## src/rtl/pmc_pkg.sv

```systemverilog
// Shared types and fixed field widths for the perfect matching counter.
`default_nettype none
package pmc_pkg;

  localparam int unsigned VERTEX_W = 4;   // width of a pair's vertex index
  localparam int unsigned CFG_W    = 5;   // width of the vertex count register
  localparam int unsigned COUNT_W  = 21;  // width of the matching count

  typedef enum logic [1:0] {
    ST_IDLE,
    ST_SEARCH,
    ST_DONE
  } state_t;

  // controller to datapath
  typedef struct packed {
    logic cfg_write;  // take the configuration beat
    logic load;       // store the pair of the accepted item
    logic init;       // reset search state for a new case
    logic step;       // run one backtracking step
    logic clear;      // wipe the adjacency rows
  } dp_cmd_t;

  // datapath to controller
  typedef struct packed {
    logic found;      // the top level has another partner to try
    logic depth_one;  // only one live stack level
    logic n_zero;     // graph has no vertices
  } dp_status_t;

endpackage
`default_nettype wire

```

## src/rtl/pmc_ctrl.sv

```systemverilog
// Sequencer of the perfect matching counter: load, search and report.
`default_nettype none
module pmc_ctrl (
  input  wire logic                clk,
  input  wire logic                rst_n,
  input  wire logic                start,
  input  wire logic                in_last_item,
  input  wire pmc_pkg::dp_status_t status,
  input  wire logic                cfg_valid,
  output logic                     cfg_ready,
  output pmc_pkg::dp_cmd_t         cmd,
  output logic                     busy,
  output logic                     out_valid
);

  pmc_pkg::state_t state_r;
  pmc_pkg::state_t state_nxt;

  always_ff @(posedge clk) begin
    if (!rst_n) begin
      state_r <= pmc_pkg::ST_IDLE;
    end else begin
      state_r <= state_nxt;
    end
  end

  always_comb begin
    state_nxt     = state_r;
    cmd           = '0;
    busy          = 1'b1;
    out_valid     = 1'b0;
    cfg_ready     = 1'b0;
    case (state_r)
      pmc_pkg::ST_IDLE: begin
        busy          = 1'b0;
        cfg_ready     = 1'b1;
        cmd.cfg_write = cfg_valid;
        cmd.load      = start;
        if (start && in_last_item) begin
          cmd.init  = 1'b1;
          state_nxt = status.n_zero ? pmc_pkg::ST_DONE : pmc_pkg::ST_SEARCH;
        end
      end
      pmc_pkg::ST_SEARCH: begin
        cmd.step = 1'b1;
        // popping the root level ends the search
        if (!status.found && status.depth_one) begin
          state_nxt = pmc_pkg::ST_DONE;
        end
      end
      pmc_pkg::ST_DONE: begin
        out_valid = 1'b1;
        cmd.clear = 1'b1;
        state_nxt = pmc_pkg::ST_IDLE;
      end
      default: begin
        state_nxt = pmc_pkg::ST_IDLE;
      end
    endcase
  end

endmodule
`default_nettype wire

```

## src/rtl/pmc_datapath.sv

```systemverilog
// Adjacency rows, search stack, matched mask and counter of the matching search.
`default_nettype none
module pmc_datapath #(
  parameter int unsigned MAX_V = 16
) (
  input  wire logic                          clk,
  input  wire logic                          rst_n,
  input  wire pmc_pkg::dp_cmd_t              cmd,
  input  wire logic [pmc_pkg::CFG_W-1:0]     cfg_data,
  input  wire logic [pmc_pkg::VERTEX_W-1:0]  in_vertex_a,
  input  wire logic [pmc_pkg::VERTEX_W-1:0]  in_vertex_b,
  input  wire logic                          in_pair_valid,
  output pmc_pkg::dp_status_t                status,
  output logic [pmc_pkg::COUNT_W-1:0]        count
);

  localparam int unsigned VW     = (MAX_V > 1) ? $clog2(MAX_V) : 1;
  localparam int unsigned LEVELS = MAX_V / 2 + 1;
  localparam int unsigned LW     = $clog2(LEVELS);
  localparam int unsigned DW     = $clog2(LEVELS + 1);
  localparam int unsigned CW     = pmc_pkg::CFG_W;
  localparam int unsigned VIW    = pmc_pkg::VERTEX_W;

  localparam logic [MAX_V-1:0] ONE_HOT0 = {{(MAX_V-1){1'b0}}, 1'b1};

  logic [CW-1:0]      vcount_r;
  logic [MAX_V-1:0]   adj_r [MAX_V];
  logic [VW-1:0]      stk_f_r [LEVELS];
  logic [VW-1:0]      stk_c_r [LEVELS];
  logic [DW-1:0]      depth_r;
  logic [MAX_V-1:0]   mask_r;
  logic               resume_r;
  logic [pmc_pkg::COUNT_W-1:0] count_r;

  logic [CW-1:0]      n_eff;
  logic [MAX_V-1:0]   below_n;
  logic [MAX_V-1:0]   above_c;
  logic               pair_ok;
  logic [VIW-1:0]     lo_v;
  logic [VIW-1:0]     hi_v;
  logic [LW-1:0]      top;
  logic [LW-1:0]      push_idx;
  logic [VW-1:0]      f;
  logic [VW-1:0]      c;
  logic [MAX_V-1:0]   base_mask;
  logic [MAX_V-1:0]   cand;
  logic               found;
  logic [VW-1:0]      cp;
  logic [MAX_V-1:0]   new_mask;
  logic [MAX_V-1:0]   free;
  logic               complete;
  logic [VW-1:0]      nf;

  assign n_eff = (vcount_r > CW'(MAX_V)) ? CW'(MAX_V) : vcount_r;

  always_comb begin
    for (int i = 0; i < MAX_V; i++) begin
      below_n[i] = (CW'(i) < n_eff);
    end
  end

  // pair filter: drop self pairs and indices past the vertex count
  assign pair_ok = in_pair_valid && (in_vertex_a != in_vertex_b) &&
                   ({1'b0, in_vertex_a} < n_eff) && ({1'b0, in_vertex_b} < n_eff);
  assign lo_v = (in_vertex_a < in_vertex_b) ? in_vertex_a : in_vertex_b;
  assign hi_v = (in_vertex_a < in_vertex_b) ? in_vertex_b : in_vertex_a;

  assign top      = LW'(depth_r - DW'(1));
  assign push_idx = LW'(depth_r);
  assign f        = stk_f_r[top];
  assign c        = stk_c_r[top];

  // after a pop, release the pair of the level that is now on top
  assign base_mask = resume_r ? (mask_r & ~((ONE_HOT0 << f) | (ONE_HOT0 << c))) : mask_r;

  always_comb begin
    for (int i = 0; i < MAX_V; i++) begin
      above_c[i] = (VW'(i) > c);
    end
  end

  assign cand  = ~base_mask & adj_r[f] & above_c & below_n;
  assign found = |cand;

  always_comb begin
    cp = '0;
    for (int i = MAX_V - 1; i >= 0; i--) begin
      if (cand[i]) begin
        cp = VW'(i);
      end
    end
  end

  assign new_mask = base_mask | (ONE_HOT0 << f) | (ONE_HOT0 << cp);
  assign free     = ~new_mask & below_n;
  assign complete = ~|free;

  always_comb begin
    nf = '0;
    for (int i = MAX_V - 1; i >= 0; i--) begin
      if (free[i]) begin
        nf = VW'(i);
      end
    end
  end

  always_ff @(posedge clk) begin
    if (!rst_n) begin
      vcount_r <= '0;
    end else if (cmd.cfg_write) begin
      vcount_r <= cfg_data;
    end
  end

  always_ff @(posedge clk) begin
    if (!rst_n || cmd.clear) begin
      for (int i = 0; i < MAX_V; i++) begin
        adj_r[i] <= '0;
      end
    end else if (cmd.load && pair_ok) begin
      adj_r[VW'(lo_v)] <= adj_r[VW'(lo_v)] | (ONE_HOT0 << hi_v);
    end
  end

  // stack entries carry no reset: each level is written before it is read
  always_ff @(posedge clk) begin
    if (cmd.init) begin
      stk_f_r[0] <= '0;
      stk_c_r[0] <= '0;
    end else if (cmd.step && found) begin
      stk_c_r[top] <= cp;
      if (!complete) begin
        stk_f_r[push_idx] <= nf;
        stk_c_r[push_idx] <= nf;
      end
    end
  end

  always_ff @(posedge clk) begin
    if (!rst_n) begin
      depth_r  <= '0;
      mask_r   <= '0;
      resume_r <= 1'b0;
      count_r  <= '0;
    end else if (cmd.init) begin
      depth_r  <= DW'(1);
      mask_r   <= '0;
      resume_r <= 1'b0;
      count_r  <= (n_eff == '0) ? pmc_pkg::COUNT_W'(1) : '0;
    end else if (cmd.step) begin
      if (found) begin
        resume_r <= 1'b0;
        if (complete) begin
          mask_r <= base_mask;
          if (count_r != '1) begin
            count_r <= count_r + pmc_pkg::COUNT_W'(1);
          end
        end else begin
          mask_r  <= new_mask;
          depth_r <= depth_r + DW'(1);
        end
      end else begin
        mask_r   <= base_mask;
        depth_r  <= depth_r - DW'(1);
        resume_r <= 1'b1;
      end
    end
  end

  assign status.found     = found;
  assign status.depth_one = (depth_r == DW'(1));
  assign status.n_zero    = (n_eff == '0);
  assign count            = count_r;

endmodule
`default_nettype wire

```

## src/rtl/perfect_matching_counter_unit.sv

```systemverilog
// Top level of the perfect matching counter: sequencer plus search datapath.
//
//   channel   ports                                   handshake
//   --------  --------------------------------------  ------------------------
//   input     in_vertex_a/b, in_pair_valid, in_last_item  start & !busy
//   result    out_matching_count                      out_valid, one cycle
//   config    cfg_data (vertex count)                 cfg_valid & cfg_ready
//
// A pair beat without in_last_item is stored; the block stays idle.
// A beat with in_last_item stores its pair, runs the backtracking steps
// (one try, push or pop per cycle through the single search unit; none
// with no vertices), then shows the count and wipes the rows.
// Reset (rst_n low, synchronous) clears rows, vertex count and control.
// The result is shown for exactly one cycle; the receiver cannot stall it.
// cfg_ready is high only while idle.
`default_nettype none
module perfect_matching_counter_unit #(
  parameter int unsigned MAX_VERTICES = 16
) (
  input  wire logic                              clk,
  input  wire logic                              rst_n,
  input  wire logic                              start,
  output logic                                   busy,
  input  wire logic [pmc_pkg::VERTEX_W-1:0]      in_vertex_a,
  input  wire logic [pmc_pkg::VERTEX_W-1:0]      in_vertex_b,
  input  wire logic                              in_pair_valid,
  input  wire logic                              in_last_item,
  output logic                                   out_valid,
  output logic [pmc_pkg::COUNT_W-1:0]            out_matching_count,
  input  wire logic                              cfg_valid,
  output logic                                   cfg_ready,
  input  wire logic [pmc_pkg::CFG_W-1:0]         cfg_data
);

  pmc_pkg::dp_cmd_t    cmd;
  pmc_pkg::dp_status_t status;

  // sequencer: accept beats, drive search steps, strobe the result
  pmc_ctrl u_ctrl (
    .clk          (clk),
    .rst_n        (rst_n),
    .start        (start),
    .in_last_item (in_last_item),
    .status       (status),
    .cfg_valid    (cfg_valid),
    .cfg_ready    (cfg_ready),
    .cmd          (cmd),
    .busy         (busy),
    .out_valid    (out_valid)
  );

  // storage and one-step search logic
  pmc_datapath #(
    .MAX_V (MAX_VERTICES)
  ) u_dp (
    .clk           (clk),
    .rst_n         (rst_n),
    .cmd           (cmd),
    .cfg_data      (cfg_data),
    .in_vertex_a   (in_vertex_a),
    .in_vertex_b   (in_vertex_b),
    .in_pair_valid (in_pair_valid),
    .status        (status),
    .count         (out_matching_count)
  );

`ifndef ASSERT_OFF
  // a last beat always starts a busy period
  a_last_goes_busy: assert property (@(posedge clk) disable iff (!rst_n)
    (start && !busy && in_last_item) |=> busy)
    else $error("last beat accepted but block not busy");

  // after the result strobe the block is free for the next case
  a_idle_after_result: assert property (@(posedge clk) disable iff (!rst_n)
    out_valid |=> !busy)
    else $error("block still busy after result");

  // one strobe per case
  a_single_strobe: assert property (@(posedge clk) disable iff (!rst_n)
    out_valid |=> !out_valid)
    else $error("result strobe longer than one cycle");

  // a result only comes out of a busy period
  a_result_while_busy: assert property (@(posedge clk) disable iff (!rst_n)
    out_valid |-> (busy && !cfg_ready))
    else $error("result outside a busy period");
`endif

endmodule
`default_nettype wire

```

## config.mk

```make
export PLATFORM = sky130hd
export DESIGN_NAME = perfect_matching_counter_unit
export DESIGN_NICKNAME = d
export VERILOG_FILES = /design/src/rtl/pmc_pkg.sv /design/src/rtl/pmc_ctrl.sv /design/src/rtl/pmc_datapath.sv /design/src/rtl/perfect_matching_counter_unit.sv
export SDC_FILE = /design/constraint.sdc
export NUM_CORES = 1
export LEC_CHECK = 0
export BUFFER_PORTS_ARGS = -buffer_cell sky130_fd_sc_hd__buf_4
export CORE_MARGIN = 3
export CORE_UTILIZATION = 60
export DETAILED_ROUTE_END_ITERATION = 10
export PLACE_DENSITY = 0.82
export SLEW_MARGIN = 15
export SYNTH_ARGS = -nofsm -noshare
export SYNTH_HDL_FRONTEND = slang
export SYNTH_SLANG_ARGS = --single-unit
```

## constraint.sdc

```tcl
create_clock -name clk -period 9.35 [get_ports clk]
set_input_delay 1.4025 -clock clk [delete_from_list [all_inputs] [get_ports clk]]
set_output_delay 1.4025 -clock clk [all_outputs]
set_load 0.02 [all_outputs]
```

After elaboration in Yosys (flattened, before gate mapping)
Memories as Yosys holds them, arrays and structs flattened.
Index checks and enable logic that the tools add are counted.
{ "op_classes": {"n_mux": 82, "n_div": 0, "order_cmp": 36, "shift": 4, "bitwise": 13, "multipliers": 0, "addsub": 3, "reduce_logical": 25, "eq_ne": 10} }
{ "ops": {"columns": ["op", "count"], "rows": [
  ["$mux W4", 41],
  ["$mux W21", 5],
  ["$and A16 B16 Y16", 5],
  ["$mux W16", 4],
  ["$or A16 B16 Y16", 4],
  ["$shl A1 B4 Y16 const A", 4],
  ["$not A16 Y16", 3],
  ["$reduce_or A16 Y1", 3],
  ["$lt A4 B5 Y1 const A", 8],
  ["$gt A4 B4 Y1 const A", 8],
  ["$mux W1", 26],
  ["$add A21 B1 Y21 const B", 1],
  ["$ne A21 B21 Y1 const B", 1],
  ["$lt A3 B5 Y1 const A", 4],
  ["$gt A3 B4 Y1 const A", 4],
  ["$lt A1 B5 Y1 const A", 2],
  ["$lt A2 B5 Y1 const A", 2],
  ["$lt A4 B5 Y1", 2],
  ["$gt A1 B4 Y1 const A", 2],
  ["$gt A2 B4 Y1 const A", 2],
  ["$reduce_or A4 Y1", 2],
  ["$logic_and A1 B1 Y1", 7],
  ["$mux W2", 3],
  ["$reduce_and A2 Y1", 3],
  ["other kinds (22)", 27]
]} }
{ "word_totals": {"latchBits": 0, "ff_bits": 49, "inputBits": 19, "n_memories": 3, "out_inout_bits": 24, "word_cells": 183, "ramBits": 328, "rom_bits": 0} }
{ "memory_table": {"columns": ["memory", "words", "width", "read_ports", "rd_ports_with_merged_regs", "wr", "line_no", "text"], "rows": [
  ["u_dp.adj_r", 16, 16, 2, 0, 16, "pmc_datapath.sv:27", "logic [MAX_V-1:0] adj_r [MAX_V];"],
  ["u_dp.stk_c_r", 9, 4, 1, 0, 2, "pmc_datapath.sv:29", "logic [VW-1:0] stk_c_r [LEVELS];"],
  ["u_dp.stk_f_r", 9, 4, 1, 0, 1, "pmc_datapath.sv:28", "logic [VW-1:0] stk_f_r [LEVELS];"]
]} }

Logic depth before layout (Yosys ltp)
An unclocked memory read counts as a cell.
{ "depth": {"ltp_word": 48, "mapped_depth": 31, "depth_no_buf": 18} }

Modules after synthesis
Synthesis repeated with hierarchy kept, for this count alone.
{ "hier_totals": {"hier_cells": 2034, "hier_area_um2": 20768.7} }
{ "modules_own_cells": {"columns": ["mod", "area_per_inst_um2", "n_inst", "cells_each"], "rows": [
  ["pmc_datapath", 20611.0, 1, 2016],
  ["pmc_ctrl", 157.7, 1, 18]
]} }

Worst setup path before layout
No wires, ideal clock.
{ "synth_timing": {"path_kind": "register -> register", "start": "register u_dp.depth_r[0]", "end": "memory u_dp.stk_f_r[0][0] (netlist bit) (enable)", "setup_slack_ps": 2889, "path_buffers": 10, "path_stages_with_launch": 28, "arrival_time_ps": 6131, "setup_ps": 329, "period_less_slack_ps": 6461, "path_cell_list": "dfxtp_1 > buf_2 > inv_1 > clkbuf_1 > ha_1 > buf_2 > buf_4 > a2111oi_0 > o41ai_2 > and2_1 > buf_6 > buf_6 > buf_6 > buf_4 > a21oi_1 > nand2_1 > a32o_1 > o31ai_1 > and3_1 > buf_4 > nand4b_4 > or3_4 > a2111o_1 > or4_4 > o21ai_2 > buf_2 > nor2_1 > nor2_1"} }
{ "synth_between": {"elab_chain_cells": 38} }
{ "synth_lines": {"columns": ["element", "line_no", "text"], "rows": [
  ["from (decl)", "pmc_datapath.sv:30", "logic [DW-1:0] depth_r;"],
  ["from (signal assigned)", "pmc_datapath.sv:160", "depth_r <= depth_r + DW'(1);"],
  ["from (signal assigned)", "pmc_datapath.sv:164", "depth_r <= depth_r - DW'(1);"],
  ["$sub A4 B1 Y4", "pmc_datapath.sv:68", "assign top = LW'(depth_r - DW'(1));"],
  ["$mem_v2 Z9 W4 (on tied branches)", null, null],
  ["$shl A1 B4 Y16 (on tied branches)", "pmc_datapath.sv:74, pmc_datapath.sv:94", null],
  ["$or A16 B16 Y16", "pmc_datapath.sv:74", "assign base_mask = resume_r ? (mask_r & ~((ONE_HOT0 << f) | (ONE_HOT0 << c))) : mask_r;"],
  ["$not A16 Y16", "pmc_datapath.sv:74", null],
  ["$and A16 B16 Y16", "pmc_datapath.sv:74", null],
  ["$mux W16", "pmc_datapath.sv:74", null],
  ["$not A16 Y16", "pmc_datapath.sv:82", "assign cand = ~base_mask & adj_r[f] & above_c & below_n;"],
  ["(+22 left out)", null, null],
  ["$and A16 B16 Y16", "pmc_datapath.sv:95", "assign free = ~new_mask & below_n;"],
  ["$reduce_or A16 Y1", "pmc_datapath.sv:96", "assign complete = ~|free;"],
  ["$mux W1", "pmc_datapath.sv:132", "if (!complete) begin"],
  ["$mux W1", "pmc_datapath.sv:130", "end else if (cmd.step && found) begin"],
  ["$mux W1", "pmc_datapath.sv:127", "if (cmd.init) begin"],
  ["$mux W1 (implied by the code)", "pmc_datapath.sv:133", "stk_f_r[push_idx] <= nf;"],
  ["$reduce_or A4 Y1 (no line)", null, null],
  ["$mux W4 (no line) or $mux W1 (tied branches)", null, null],
  ["to (decl)", "pmc_datapath.sv:28", null]
]} }
Several ways; a longest one is shown, not always the timed one.

==> out/results.txt <==
H-tree Lvls - 2
Mapped Cells - 2071
slew at the pin closest to its max-slew limit - 1250 ps
cell area after layout - 22600 sq um
Worst Hold Slack - 495 ps
WL/cell - 29.1 um
layout cells sized above 1 - 0.113
CTS clk-pin slew, worst paths - 70 ps
Total Routing Usage GR - 0.400
Skew-Pair Late Insertion Delay - 580 ps
total grt overflow - 0
initial antenna violation count - 1
Post-synth EDFFs - 312
Final period util - 0.939
Die Ht - 192 um
CP required - 9660 ps
max-slew violations - 0
CTS Sinks - 361
leak pwr - 7.95 nW
global-route wire length before repair - 110 mm
TritonCTS clock tree - done
largest net degree at the start of global routing - 62
Vias/cell - 7.37
placed cell areas - 21300 sq um
min Tclk post-route - 8780 ps
most frequent cell after synthesis - edfxtp_1
TNS Setup - 0 ps
Async SR Flop Fraction - 0
Initial Util - 0.612
Post-synth top cells - edfxtp_1, nor2_1, nand2_1
CP Capture Type - flip-flop
CP max FO - 21
Vias - 18600
post-synthesis net count - 2108
post-detail-place hpwl - 48.7 mm
CTS Buf Count - 40
Setup CP Type - reg2reg
VDD IR max - 0.178 mV
Worst Clk Skew - 31.4 ps
final net count - 2079
CORE AREA - 33800 sq um
Pwr Total - 5.21 mW
number of hold violations in the final report - 0
# port buffers - 42
FF+latch count, synth - 361
Die ar. - 36700 sq um
final wirelength - 73.4 mm
Mapped Area - 20700 sq um
post-CTS resize count - 0
outcome - finished clean
Syn Area/Cell - 9.98 sq um
RSZ-0062 raised after global routing - no
IO Count - 43
CP startpoint kind - flip-flop
number of global-route vias before repair - 17800
Max-Cap Viols - 0
antenna-violating nets left - 0
dominant cell type by area after synthesis - edfxtp_1
Util after Layout - 0.670
ranking of synthesized cells by area - edfxtp_1, nor2_1, dfxtp_1, mux2i_1, nand2_1
Slew HR - 0.167
Peak Freq - 114 MHz
Chip Width - 192 um
Final setup viols - 0
YS warnings - 0
Post CTS Setup Buffer Count - 0
HP Class - reg2reg
cts hold-fix bufs - 0
root buffer cell - clkbuf_16
area share of the largest cell type after synthesis - 0.453
post-synthesis sequential area ratio - 0.501
Pre-Repair DR Iteration Count - 8
critical path data arrival time - 9090 ps
area delta synth->final - 9.49%
clk buf depth - 3
PwrDens - 230 nW/um^2
DR iter-0 viols - 3182
synth unique cells - 97
Filler cells - 2561
GPL Wtd Cong - 1.06
residual DRC count - 0
Synth Flop Type - edfxtp_1
Std-Cell Rows - 67
per-layer routing:
metal / track usage / routed length (um) / vias up
met1: 0.505 / 25400 / 8727
li1: - / - / 7847
met3: 0.103 / 9720 / 393
met5: 0 / 13 / -
met4: 0.251 / 5690 / 2
met2: 0.618 / 32600 / 1604
cell usage in the layout (no fill, tap or decap), drive strengths merged, types with 10 or more instances in the layout:
cell,n
and3,22
a221oi,78
dfxtp,49
buf,91
o211ai,12
a31oi,17
a22o,55
and2,38
ha,18
nand2b,14
or4,10
nand3,59
a21oi,106
o31ai,24
nor2b,25
nand2,228
a22oi,34
clkinv,13
nor2,303
o21a,13
clkbuf,46
o22ai,46
mux2i,91
a211oi,16
o21ai,65
edfxtp,312
mux2,33
a21o,11
a2111oi,14
nor4,15
inv,22
nor3,50
nand4,15
or3,17
kinds of logic after synthesis:
family	share of synthesized area
compound gates	0.197
xor+xnor	0.00248
fa+ha+maj	0.0109
buf+inv	0.0408
flops	0.501
mux	0.0624
simple gates	0.186
flip-flops by register name, indices dropped and copies added (netlist names):
signal,flops
u_dp.mask_r,16
u_dp.adj_r,240
u_dp.depth_r,4
u_dp.vcount_r,5
u_dp.stk_f_r,36
u_dp.count,21
u_dp.resume_r,1
u_ctrl.state_r,2
u_dp.stk_c_r,36
worst paths after layout:
check	from	to	slack, ps	cells past startpoint
setup reg to reg	u_dp.depth_r[0]	u_dp.stk_c_r[0][0]	570	18
hold / removal	u_dp.mask_r[13]	u_dp.mask_r[13]	500	2
setup / recovery	u_dp.depth_r[0]	u_dp.stk_c_r[0][0]	570	18
hold reg to reg	u_dp.mask_r[13]	u_dp.mask_r[13]	500	2
critical path: stages, from the launching register on:
cell and delay [ps]:
dfxtp_1 750, inv_1 420, ha_2 770, nor2b_1 80, a2111oi_0 640, o41ai_2 240, and2_2 350, nand2_1 500
o221ai_1 250, o31ai_1 910, nor3_2 210, nor4_2 630, nand4b_4 250, o311a_1 450, a2111o_1 470, nor4_4 570
a21oi_2 320, and3_1 350, mux2_1 340
power breakdown:
part,internal [mW],switching (mW),total [mW]
logic,0.485,1.25,1.74
registers,1.83,0.0583,1.89
clock network,0.920,0.668,1.59
stage by stage:
stage               setup slack (ps)  instances
finish                           573       2519
global route                     131       2517
CTS                              811       2517
detailed placement               827       2448
global placement                1070       2448
floorplan                       2890       2071
final cells by class:
class / instances / area, sq um / share of cell area
sequential: 361 / 10300 / 0.457
multi-input combinational: 1529 / 9660 / 0.427
clock buffer: 46 / 1050 / 0.0466
timing repair buffer: 91 / 708 / 0.0313
tap: 448 / 561 / 0.0248
clock inverter: 23 / 229 / 0.0101
inverter: 19 / 71.3 / 0.00315
antenna: 2 / 5.00 / 0.000221
(Power assumes the default switching activity.)
